$ cat src/design/assert_macros.svh
// Assertion macros for the square matrix multiply block.
// Included by files that carry concurrent checks; needs clk and rst_n in scope.
`ifndef ASSERT_MACROS_SVH
`define ASSERT_MACROS_SVH
`ifndef SYNTHESIS
`define SMM_ASSERT(lbl, prop, msg) \
    lbl: assert property (@(posedge clk) disable iff (!rst_n) prop) else $error(msg);
`define SMM_ASSERT_NEXT(lbl, ante, cons, msg) \
    lbl: assert property (@(posedge clk) disable iff (!rst_n) (ante) |=> (cons)) \
        else $error(msg);
`else
`define SMM_ASSERT(lbl, prop, msg)
`define SMM_ASSERT_NEXT(lbl, ante, cons, msg)
`endif
`endif

$ cat src/design/smm_pkg.sv
// Shared types, constants and helpers for the square matrix multiply block.
// No dependencies; used by smm_store, smm_mac, square_matrix_multiply and tb.
package smm_pkg;

    localparam int MAX_N       = 8;
    localparam int SIZE_W      = 4;
    localparam int IDX_W       = 3;
    localparam int ADDR_W      = 6;
    localparam int CNT_W       = 7;
    localparam int ELEM_W      = 16;
    localparam int PROD_W      = 32;
    localparam int ACC_W       = 40;
    localparam int DEPTH       = MAX_N * MAX_N;

    typedef enum logic [3:0] {
        S_LOAD  = 4'b0001,
        S_MAC   = 4'b0010,
        S_DRAIN = 4'b0100,
        S_PUT   = 4'b1000
    } state_t;

    typedef struct packed {
        logic              en;
        logic              sel_right;
        logic [ADDR_W-1:0] addr;
    } store_wr_t;

    typedef struct packed {
        logic valid;
        logic first;
        logic last;
    } mac_ctrl_t;

    // Clamp the size register into 1..MAX_N.
    function automatic logic [SIZE_W-1:0] active_size(input logic [SIZE_W-1:0] sz);
        logic [SIZE_W-1:0] n;
        n = sz;
        if (sz == '0)
        begin
            n = SIZE_W'(1);
        end
        else if (sz > SIZE_W'(MAX_N))
        begin
            n = SIZE_W'(MAX_N);
        end
        return n;
    endfunction

endpackage

$ cat src/design/square_matrix_multiply.sv
// Square matrix multiply, top level: load sequencer, product sequencer, output register.
// Depends on smm_pkg, smm_store, smm_mac and assert_macros.svh.
//
// The block multiplies two n x n matrices of signed Q1.15 elements, n taken from the
// size register (0 acts as 1, above 8 acts as 8). Elements arrive one per
// transaction: the n*n left elements row-major, then the n*n right elements
// row-major. The transaction carrying the last right element starts the product,
// and n*n results leave row-major, each the exact Q10.30 sum of n products, with
// last set on the final one. All products run through a single multiply-accumulate
// unit fed from two single-read-port stores, one product term per cycle; each
// result passes the read, multiply and accumulate registers before it is placed in
// the output register. No element is accepted while a product is in progress; the
// output register lets the next result be computed while the current one waits,
// and the block accepts new elements as soon as the final result is placed. Writing
// the size register restarts the load; write it only while the block is idle. A
// pending size write holds off elements until it is taken. The stores need no
// clearing after reset.
`include "assert_macros.svh"

module square_matrix_multiply (
    input  logic                                  clk,
    input  logic                                  rst_n,
    input  logic                                  cfg_valid,
    output logic                                  cfg_ready,
    input  logic        [smm_pkg::SIZE_W-1:0]     cfg_data,
    input  logic                                  in_valid,
    output logic                                  in_ready,
    input  logic signed [smm_pkg::ELEM_W-1:0]     element,
    output logic                                  out_valid,
    input  logic                                  out_ready,
    output logic        [smm_pkg::IDX_W-1:0]      row,
    output logic        [smm_pkg::IDX_W-1:0]      col,
    output logic signed [smm_pkg::ACC_W-1:0]      product,
    output logic                                  last
);

    smm_pkg::state_t state_reg, state_next;

    logic [smm_pkg::SIZE_W-1:0] size_reg;
    logic [smm_pkg::CNT_W-1:0]  load_count_reg, load_count_next;
    logic [smm_pkg::IDX_W-1:0]  r_reg, r_next;
    logic [smm_pkg::IDX_W-1:0]  c_reg, c_next;
    logic [smm_pkg::IDX_W-1:0]  k_reg, k_next;
    logic [smm_pkg::ADDR_W-1:0] lbase_reg, lbase_next;
    logic [smm_pkg::ADDR_W-1:0] raddr_reg, raddr_next;

    logic                                out_valid_reg, out_valid_next;
    logic        [smm_pkg::IDX_W-1:0]    row_reg;
    logic        [smm_pkg::IDX_W-1:0]    col_reg;
    logic signed [smm_pkg::ACC_W-1:0]    product_reg;
    logic                                last_reg;

    logic [smm_pkg::SIZE_W-1:0]  n;
    logic [smm_pkg::IDX_W-1:0]   n_max;
    logic [2*smm_pkg::SIZE_W-1:0] nn_full;
    logic [smm_pkg::CNT_W-1:0]   nn;
    logic [smm_pkg::CNT_W:0]     last_load_full;
    logic [smm_pkg::CNT_W-1:0]   right_off;
    logic [smm_pkg::CNT_W-1:0]   raddr_step;

    logic in_fire;
    logic cfg_fire;
    logic out_fire;
    logic slot_free;
    logic put_fire;
    logic put_last;

    smm_pkg::store_wr_t                   wr;
    smm_pkg::mac_ctrl_t                   issue_ctrl;
    smm_pkg::mac_ctrl_t                   issue_ctrl_reg;
    logic        [smm_pkg::ADDR_W-1:0]    laddr;
    logic signed [smm_pkg::ELEM_W-1:0]    rd_left;
    logic signed [smm_pkg::ELEM_W-1:0]    rd_right;
    logic signed [smm_pkg::ACC_W-1:0]     mac_acc;
    logic                                 mac_done;

    // Derived sizes
    assign n              = smm_pkg::active_size(size_reg);
    assign n_max          = smm_pkg::IDX_W'(n - smm_pkg::SIZE_W'(1));
    assign nn_full        = {{smm_pkg::SIZE_W{1'b0}}, n} * {{smm_pkg::SIZE_W{1'b0}}, n};
    assign nn             = nn_full[smm_pkg::CNT_W-1:0];
    assign last_load_full = {nn, 1'b0} - (smm_pkg::CNT_W+1)'(1);
    assign right_off      = load_count_reg - nn;
    assign raddr_step     = smm_pkg::CNT_W'(raddr_reg) + smm_pkg::CNT_W'(n);

    // Handshakes; hold off elements while a size write waits so none is dropped
    assign in_ready  = (state_reg == smm_pkg::S_LOAD) && !cfg_valid;
    assign cfg_ready = (state_reg == smm_pkg::S_LOAD);
    assign in_fire   = in_valid && in_ready;
    assign cfg_fire  = cfg_valid && cfg_ready;
    assign out_fire  = out_valid_reg && out_ready;
    assign slot_free = !out_valid_reg || out_ready;
    assign put_fire  = (state_reg == smm_pkg::S_PUT) && slot_free;
    assign put_last  = (r_reg == n_max) && (c_reg == n_max);

    // Store write: left half of the load first, then the right half
    always_comb
    begin
        wr.en        = in_fire;
        wr.sel_right = (load_count_reg >= nn);
        wr.addr      = wr.sel_right ? right_off[smm_pkg::ADDR_W-1:0]
                                    : load_count_reg[smm_pkg::ADDR_W-1:0];
    end

    assign laddr = lbase_reg + smm_pkg::ADDR_W'(k_reg);

    // One product term per cycle while in S_MAC
    always_comb
    begin
        issue_ctrl.valid = (state_reg == smm_pkg::S_MAC);
        issue_ctrl.first = (k_reg == '0);
        issue_ctrl.last  = (k_reg == n_max);
    end

    // Sequencer
    always_comb
    begin
        state_next      = state_reg;
        load_count_next = load_count_reg;
        r_next          = r_reg;
        c_next          = c_reg;
        k_next          = k_reg;
        lbase_next      = lbase_reg;
        raddr_next      = raddr_reg;

        unique case (state_reg)
            smm_pkg::S_LOAD:
            begin
                if (cfg_fire)
                begin
                    // new size: drop any partial load
                    load_count_next = '0;
                end
                else if (in_fire)
                begin
                    if (load_count_reg == last_load_full[smm_pkg::CNT_W-1:0])
                    begin
                        load_count_next = '0;
                        r_next          = '0;
                        c_next          = '0;
                        k_next          = '0;
                        lbase_next      = '0;
                        raddr_next      = '0;
                        state_next      = smm_pkg::S_MAC;
                    end
                    else
                    begin
                        load_count_next = load_count_reg + smm_pkg::CNT_W'(1);
                    end
                end
            end
            smm_pkg::S_MAC:
            begin
                if (k_reg == n_max)
                begin
                    k_next     = '0;
                    raddr_next = smm_pkg::ADDR_W'(c_reg);
                    state_next = smm_pkg::S_DRAIN;
                end
                else
                begin
                    k_next     = k_reg + smm_pkg::IDX_W'(1);
                    raddr_next = raddr_step[smm_pkg::ADDR_W-1:0];
                end
            end
            smm_pkg::S_DRAIN:
            begin
                if (mac_done)
                begin
                    state_next = smm_pkg::S_PUT;
                end
            end
            smm_pkg::S_PUT:
            begin
                if (slot_free)
                begin
                    if (put_last)
                    begin
                        state_next = smm_pkg::S_LOAD;
                    end
                    else
                    begin
                        // advance to the next result, row-major
                        if (c_reg == n_max)
                        begin
                            c_next     = '0;
                            r_next     = r_reg + smm_pkg::IDX_W'(1);
                            lbase_next = lbase_reg + smm_pkg::ADDR_W'(n);
                            raddr_next = '0;
                        end
                        else
                        begin
                            c_next     = c_reg + smm_pkg::IDX_W'(1);
                            raddr_next = smm_pkg::ADDR_W'(c_reg + smm_pkg::IDX_W'(1));
                        end
                        state_next = smm_pkg::S_MAC;
                    end
                end
            end
            default:
            begin
                state_next = smm_pkg::S_LOAD;
            end
        endcase
    end

    // Output register: hold until taken, reload from the accumulator on a put
    always_comb
    begin
        out_valid_next = out_valid_reg;
        if (put_fire)
        begin
            out_valid_next = 1'b1;
        end
        else if (out_fire)
        begin
            out_valid_next = 1'b0;
        end
    end

    always_ff @(posedge clk or negedge rst_n)
    begin
        if (!rst_n)
        begin
            state_reg      <= smm_pkg::S_LOAD;
            size_reg       <= smm_pkg::SIZE_W'(smm_pkg::MAX_N);
            load_count_reg <= '0;
            r_reg          <= '0;
            c_reg          <= '0;
            k_reg          <= '0;
            lbase_reg      <= '0;
            raddr_reg      <= '0;
            out_valid_reg  <= 1'b0;
            issue_ctrl_reg <= '0;
        end
        else
        begin
            state_reg      <= state_next;
            load_count_reg <= load_count_next;
            r_reg          <= r_next;
            c_reg          <= c_next;
            k_reg          <= k_next;
            lbase_reg      <= lbase_next;
            raddr_reg      <= raddr_next;
            out_valid_reg  <= out_valid_next;
            issue_ctrl_reg <= issue_ctrl;
            if (cfg_fire)
            begin
                size_reg <= cfg_data;
            end
        end
    end

    always_ff @(posedge clk)
    begin
        if (put_fire)
        begin
            row_reg     <= r_reg;
            col_reg     <= c_reg;
            product_reg <= mac_acc;
            last_reg    <= put_last;
        end
    end

    smm_store u_store (
        .clk         (clk),
        .wr          (wr),
        .wdata       (element),
        .raddr_left  (laddr),
        .raddr_right (raddr_reg),
        .rdata_left  (rd_left),
        .rdata_right (rd_right)
    );

    // control registered to line up with the registered read data
    smm_mac u_mac (
        .clk   (clk),
        .rst_n (rst_n),
        .ctrl  (issue_ctrl_reg),
        .a     (rd_left),
        .b     (rd_right),
        .acc   (mac_acc),
        .done  (mac_done)
    );

    assign out_valid = out_valid_reg;
    assign row       = row_reg;
    assign col       = col_reg;
    assign product   = product_reg;
    assign last      = last_reg;

    // Checks
    `SMM_ASSERT(a_done_drain, mac_done |-> (state_reg == smm_pkg::S_DRAIN), "done outside drain")
    `SMM_ASSERT_NEXT(a_hold, out_valid && !out_ready, out_valid && $stable(product), "dropped")
    `SMM_ASSERT(a_no_load_busy, (state_reg != smm_pkg::S_LOAD) |-> !in_ready, "load while busy")

endmodule

$ cat src/design/smm_store.sv
// Left and right matrix stores: one write port, one registered read port each.
// Depends on smm_pkg.
module smm_store (
    input  logic                                 clk,
    input  smm_pkg::store_wr_t                   wr,
    input  logic signed [smm_pkg::ELEM_W-1:0]    wdata,
    input  logic        [smm_pkg::ADDR_W-1:0]    raddr_left,
    input  logic        [smm_pkg::ADDR_W-1:0]    raddr_right,
    output logic signed [smm_pkg::ELEM_W-1:0]    rdata_left,
    output logic signed [smm_pkg::ELEM_W-1:0]    rdata_right
);

    logic signed [smm_pkg::ELEM_W-1:0] left_mem  [0:smm_pkg::DEPTH-1];
    logic signed [smm_pkg::ELEM_W-1:0] right_mem [0:smm_pkg::DEPTH-1];
    logic signed [smm_pkg::ELEM_W-1:0] rdata_left_reg;
    logic signed [smm_pkg::ELEM_W-1:0] rdata_right_reg;

    always_ff @(posedge clk)
    begin
        if (wr.en && !wr.sel_right)
        begin
            left_mem[wr.addr] <= wdata;
        end
        rdata_left_reg <= left_mem[raddr_left];
    end

    always_ff @(posedge clk)
    begin
        if (wr.en && wr.sel_right)
        begin
            right_mem[wr.addr] <= wdata;
        end
        rdata_right_reg <= right_mem[raddr_right];
    end

    assign rdata_left  = rdata_left_reg;
    assign rdata_right = rdata_right_reg;

endmodule

$ cat src/design/smm_mac.sv
// Shared multiply-accumulate unit: registered 16x16 multiply, then 40-bit accumulate.
// Depends on smm_pkg.
module smm_mac (
    input  logic                                 clk,
    input  logic                                 rst_n,
    input  smm_pkg::mac_ctrl_t                   ctrl,
    input  logic signed [smm_pkg::ELEM_W-1:0]    a,
    input  logic signed [smm_pkg::ELEM_W-1:0]    b,
    output logic signed [smm_pkg::ACC_W-1:0]     acc,
    output logic                                 done
);

    logic signed [smm_pkg::PROD_W-1:0] prod_reg;
    smm_pkg::mac_ctrl_t                ctrl_reg;
    logic signed [smm_pkg::ACC_W-1:0]  acc_reg;
    logic signed [smm_pkg::ACC_W-1:0]  acc_next;
    logic signed [smm_pkg::ACC_W-1:0]  prod_ext;
    logic                              done_reg;

    always_ff @(posedge clk or negedge rst_n)
    begin
        if (!rst_n)
        begin
            ctrl_reg <= '0;
            done_reg <= 1'b0;
        end
        else
        begin
            ctrl_reg <= ctrl;
            done_reg <= ctrl_reg.valid && ctrl_reg.last;
        end
    end

    always_ff @(posedge clk)
    begin
        prod_reg <= a * b;
        acc_reg  <= acc_next;
    end

    assign prod_ext = smm_pkg::ACC_W'(prod_reg);

    always_comb
    begin
        acc_next = acc_reg;
        if (ctrl_reg.valid)
        begin
            // first term restarts the sum
            acc_next = ctrl_reg.first ? prod_ext : acc_reg + prod_ext;
        end
    end

    assign acc  = acc_reg;
    assign done = done_reg;

endmodule

$ cat config.mk
export PLATFORM = sky130hd
export DESIGN_NAME = square_matrix_multiply
export DESIGN_NICKNAME = d
export VERILOG_FILES = /design/src/design/smm_pkg.sv /design/src/design/square_matrix_multiply.sv /design/src/design/smm_store.sv /design/src/design/smm_mac.sv
export VERILOG_INCLUDE_DIRS = /design/src /design/src/design
export SDC_FILE = /design/constraint.sdc
export NUM_CORES = 2
export LEC_CHECK = 0
export ABC_CLOCK_PERIOD_IN_PS = 5900
export BUFFER_PORTS_ARGS = -buffer_cell sky130_fd_sc_hd__buf_2
export CAP_MARGIN = 30
export CORE_AREA = 4 4 506 634
export CTS_BUF_LIST = sky130_fd_sc_hd__clkbuf_4 sky130_fd_sc_hd__clkbuf_8 sky130_fd_sc_hd__clkbuf_16
export DETAILED_ROUTE_END_ITERATION = 10
export DIE_AREA = 0 0 510 638
export HOLD_SLACK_MARGIN = 0.06
export PLACE_DENSITY_LB_ADDON = 0.1
export SKIP_LAST_GASP = 1
export SYNTH_ARGS = -nofsm -noshare
export SYNTH_HDL_FRONTEND = slang
export SYNTH_SLANG_ARGS = --single-unit
$ cat constraint.sdc
create_clock -name clk -period 5.9 [get_ports clk]
set_clock_uncertainty 0.15 [all_clocks]
set_input_delay 0.59 -clock clk [delete_from_list [all_inputs] [get_ports clk]]
set_output_delay 0.59 -clock clk [all_outputs]
set_load 0.005 [all_outputs]
# After elaboration in Yosys (flattened, before gate mapping)
# Memory sizes are Yosys's and may differ from the RTL's. A register that Yosys moved wholly into a read port is not among the register bits.
# Cells that the tools add are included.
totals:
  reg_bits: 163
  latchBits: 0
  ram_bits: 2048
  romBits: 0
  out_inout_bits: 50
  memories: 2
op_classes:
  n_addsub: 12
  multipliers: 2
  div_mod_pow: 0
  n_lt_le_gt_ge: 2
  n_eq_ne: 16
  shifts: 0
  muxes: 46
  n_bitwise: 0
  n_reduce_logical: 26
mem_list:
  columns: ["memory", "depth", "word_bits", "rd", "rd_ports_with_merged_regs", "write_ports", "line", "source"]
  rows:
  - ["u_store.left_mem", 64, 16, 1, 1, 1, "smm_store.sv:13", "logic signed [smm_pkg::ELEM_W-1:0] left_mem [0:smm_pkg::DEPTH-1];"]
  - ["u_store.right_mem", 64, 16, 1, 1, 1, "smm_store.sv:14", "logic signed [smm_pkg::ELEM_W-1:0] right_mem [0:smm_pkg::DEPTH-1];"]
op_table:
  columns: ["op", "count"]
  rows:
  - ["6-bit two-way mux", 10]
  - ["40-bit by 32-bit adder with 40-bit output", 1]
  - ["40-bit two-way mux", 1]
  - ["4-bit two-way mux", 9]
  - ["16-bit by 16-bit multiplier with 32-bit output", 1]
  - ["3-bit two-way mux", 10]
  - ["7-bit two-way mux", 3]
  - ["3-bit case mux with 2 select lines", 3]
  - ["6-bit case mux with 3 select lines", 1]
  - ["6-bit AND reduction", 3]
  - ["4-bit case mux with 4 select lines", 1]
  - ["6-bit by 4-bit adder with 6-bit output", 2]
  - ["6-bit case mux with 2 select lines", 1]
  - ["3-bit by 1-bit adder with 3-bit output, second input constant", 3]
  - ["3-bit equality test", 3]
  - ["1-bit logical AND", 9]
  - ["2-bit by 1-bit != test with 1-bit output, second input constant", 4]
  - ["2-bit != test, second input constant", 4]
  - ["2-bit nonzero test", 4]
  - ["7-bit by 1-bit adder with 7-bit output, second input constant", 1]
  - ["7-bit equality test", 1]
  - ["7-bit >= comparator", 1]
  - ["4-bit by 4-bit multiplier with 7-bit output", 1]
  - ["7-bit AND reduction", 1]
  - ["other kinds (19)", 26]

# Longest topological paths before layout
logic_depth:
  depth_word: 10
  mapped_depth: 25
  depth_no_buf: 24

# Hierarchy
# A second synthesis with hierarchy kept.
unflattened:
  hier_cells: 5463
  hier_area_um2: 98381.9
modules_own_cells:
  columns: ["module", "n_inst", "cells_each", "area_per_inst_um2", "seq_area_each_um2"]
  rows:
  - ["smm_store", 1, 3445, 79147.2, 62139.6]
  - ["smm_mac", 1, 1618, 14582.7, 1941.9]
  - ["square_matrix_multiply", 1, 400, 4652.0, 2414.8]

# Least setup slack after synthesis
# Ideal clock, no wire load.
synth_timing:
  path_kind: "register -> register"
  start: "register u_store.rdata_right_reg (netlist bit u_store.rdata_right[7]) (read register of u_store.right_mem)"
  end: "register u_mac.prod_reg[31] in the netlist's numbering"
  setup_ps: 72
  arrival_ps: 6195
  path_slack_ps: -517
  stages_incl_launch_ff: 24
  path_buffers: 1
  synth_period_minus_slack_ps: 6417
  path_cell_list: "dfxtp_1 > clkbuf_1 > nand2_1 > fa_1 > inv_1 > fa_1 > inv_1 > fa_1 > inv_1 > fa_1 > fa_1 > inv_1 > fa_1 > inv_1 > ha_1 > a21o_1 > a211oi_1 > o2bb2ai_1 > a21oi_2 > o31a_1 > a311o_1 > a211o_1 > a21oi_2 > xnor2_1"
synth_between:
  elab_chain_cells: 1
synth_lines:
  columns: ["element", "line", "source"]
  rows:
  - ["start, declared", "smm_store.sv:16", "logic signed [smm_pkg::ELEM_W-1:0] rdata_right_reg;"]
  - ["16-bit by 16-bit multiplier with 32-bit output", "smm_mac.sv:36", "prod_reg <= a * b;"]
  - ["end signal, assigned", "smm_mac.sv:36", null]
  - ["end, declared", "smm_mac.sv:13", "logic signed [smm_pkg::PROD_W-1:0] prod_reg;"]
# No other way between the ends.
# A chain may end at the register's enable or synchronous reset.

# Worst setup path after layout
layout_timing:
  start: "register u_store.rdata_left_reg (netlist bit u_store.rdata_left[8]) (read register of u_store.left_mem)"
  end: "register u_mac.prod_reg[31] in the netlist's numbering"
layout_between:
  elab_chain_cells: 1
layout_lines:
  columns: ["element", "line", "source"]
  rows:
  - ["start, declared", "smm_store.sv:15", "logic signed [smm_pkg::ELEM_W-1:0] rdata_left_reg;"]
  - ["16-bit by 16-bit multiplier with 32-bit output", "smm_mac.sv:36", null]
# No other way between the ends.

==> results.ini <==
[outcome]
status=finished, violations left
violations=setup timing

[timing]
period_needed_ns=6.052
slew_headroom_pct=29.26
period_share_pct=102.6
final.setup.tns_ns=-0.2073
setup_viol=2
fmax_mhz=165.2
rsz0062_at_grt=true
drv_slew=0
finalHoldViolations=0
post-route-worst-setup-slack_ns=-0.1518
tightest_slew_ns=1.061

[worst_setup_path]
arrival_ns=6.72
crit_start=u_store.rdata_left[8]
worstSetupPathType=flip-flop to flip-flop
r2r_start=u_store.rdata_left[8]
cp_max_fo=7
critPathCaptureType=flip-flop
required_ns=6.57
worst_setup_path_start_kind=flip-flop

[cts]
root_buffer=clkbuf_16
clk_latency_ns=0.90
cts_htree_levels=4
path_clk_slew_ns=0.06
clock_sinks=2243
cts.path.max_buffers=4
cts_tree=done
cts_buffers=237

[min_path]
worstHoldStart=element[1]
hp-class=input port to flip-flop

[synthesis]
synthTopCellsByArea=edfxtp_1 (66%), mux4_2 (16%), fa_1 (5.5%), ha_1 (1.9%), dfxtp_1 (1.3%)
async_flop_share_pct=1.962
syn_avg_cell_area_um2=19.51
ys_seq_area_share_pct=68.40
synth_area_leader_cell=edfxtp_1
synth_cell_types=78
synth_warnings=0
synth_edf_count=2135
synth-seq-cells=2243
synthFlopType=edfxtp_1
syn_area_um2=97220
synth_top_area_share_pct=65.95
syn-num-nets=5426
netlist_instances=4984

[grt]
antenna_found_initial=21
grt_pass1_wl_um=394900
overflow=0
top_usage_layer=met2
grt_pass1_vias=51570
gr-usage-met3_pct=2.012
use_met2_pct=28.87
grtUsageTotal_pct=16.90
grt_use_met1_pct=23.23
grt_max_degree=79

[drt]
drc=0
drt-initial-drc-count=3901
dr_total_vias=48350
drt_wl_total_um=277700
route.detailed.vias_per_inst=4.891
postRouteAntennaNets=0
drt_pass1_iterations=7
routedWlPerCell_um=28.09

[cells_and_area]
fin_util_pct=36.22
finalNonFillerCells=9886
nFillCells=29190
reg_top3=u_store.left_mem x1024, u_store.right_mem x1024
layout_common_cells=edfxtp_1 (2135), mux4_2 (672), buf_4 (365)
area_delta_synth_final_pct=17.47
final_common_cell=edfxtp_1
final_nets=5943
drive_gt1_share_pct=30.58

[floorplanning]
io_pins=75
initial_core_util_pct=30.83
core_area_um2=315300
dieArea_um2=325400
rows=231
die_w_um=510
dieHeight_um=638

[flow_run]
drv_cap=0

[placed_design]
io_buffers=74
gp_congestion=0.7773
dp_slack_ns=-0.4442
dp_hpwl_um=178000
placed_cells=9441

## cells by family (layout without fill, tap and decap cells)
group,count (synthesis),count (layout),share of synthesized area (%)
AO/OA/AOI/OAI,312,312,2.068
XOR/XNOR,98,98,0.9125
adder cells (fa/ha/maj),417,417,7.429
buffers and inverters,548,1248,2.130
flip-flops,2243,2243,68.40
multiplexers,694,694,15.81
other,1,9,0.003857
AND/OR/NAND/NOR,671,671,3.246
## metal layers
metal / share of wire [%] / vias up
met5: 0 / -
met4: 2.1 / 0
met3: 3.7 / 327
met2: 50 / 948
met1: 44 / 26450
li1: - / 20630
## stage by stage
stage | hold WS, ns | cell area (um^2)
5_1_grt | 0.1349 | 114200
2_1_floorplan | 0.1444 | 97370
6_report | 0.1394 | 114200
3_5_place_dp | 0.1902 | 106000
3_3_place_gp | 0.1833 | 106000
4_1_cts | 0.08548 | 113900
## worst max-delay path, stage by stage (launching register included)
cell and delay (ns):
dfxtp_4 0.38, buf_4 0.14, and2_4 0.15, fa_1 0.49
inv_1 0.05, fa_1 0.47, fa_2 0.55, inv_2 0.04
fa_2 0.45, fa_1 0.54, inv_1 0.05, fa_1 0.47
inv_1 0.04, ha_2 0.16, a21o_1 0.20, a211oi_4 0.23
buf_4 0.16, a21oi_4 0.06, o31a_1 0.28, a311o_1 0.38
a211o_1 0.29, a21oi_2 0.15, xnor2_1 0.12
## timing repair
action                                  4_1_cts  5_1_grt
hold buffers                                 10        1
resized for setup                            63       58
pin swaps                                    21       37
buffers inserted                              3        3
endpoints found under the setup margin       11       12
endpoints found under the hold margin       128       32
## synthesized netlist by cell type (5+ instances only)
master	instances
nand2_1	217
mux2i_1	9
edfxtp_1	2135
a21o_1	35
and3_1	9
o21bai_1	12
a211o_1	8
nor3_1	26
inv_1	341
nor3b_1	5
a31oi_1	10
nor2_1	192
o31ai_1	8
nand4_1	8
o21a_1	9
dfxtp_1	64
a211oi_1	10
fa_1	267
nand3_1	31
or3_1	6
mux2_2	13
a21oi_1	72
dfrtp_1	42
o21ai_0	86
buf_2	11
clkbuf_1	151
xor2_1	38
and2_1	119
buf_1	44
o211ai_1	8
xnor2_1	58
ha_1	150
mux4_2	672
nand2b_1	15
nor2b_1	20
## path summary, 6_finish.rpt
check | to | slack [ns] | depth (start not counted)
max | u_mac.prod_reg[31] | -0.15 | 22
min | u_store.left_mem[42][1] | 0.14 | 1
max reg2reg | u_mac.prod_reg[31] | -0.15 | 22
min reg2reg | u_mac.ctrl_reg[2] | 0.20 | 0
max in group asynchronous | raddr_reg[1] | 4.85 | 3
min in group asynchronous | out_valid | 0.25 | 3
## area by class of cell
cell class / instances / area, um^2 / area share (%)
flip-flops and latches: 2243 / 66570 / 58.29
multi-input cells: 2193 / 29410 / 25.75
clock buffers: 297 / 6464 / 5.660
well taps: 4194 / 5248 / 4.595
repair buffers: 484 / 4106 / 3.596
inverters: 342 / 1284 / 1.124
clock inverters: 125 / 1106 / 0.9685
diodes: 8 / 20.02 / 0.01753
Power is left out: the tool's default activity adds up to more than one toggle a clock period on the data nets, which glitch-free logic cannot reach.
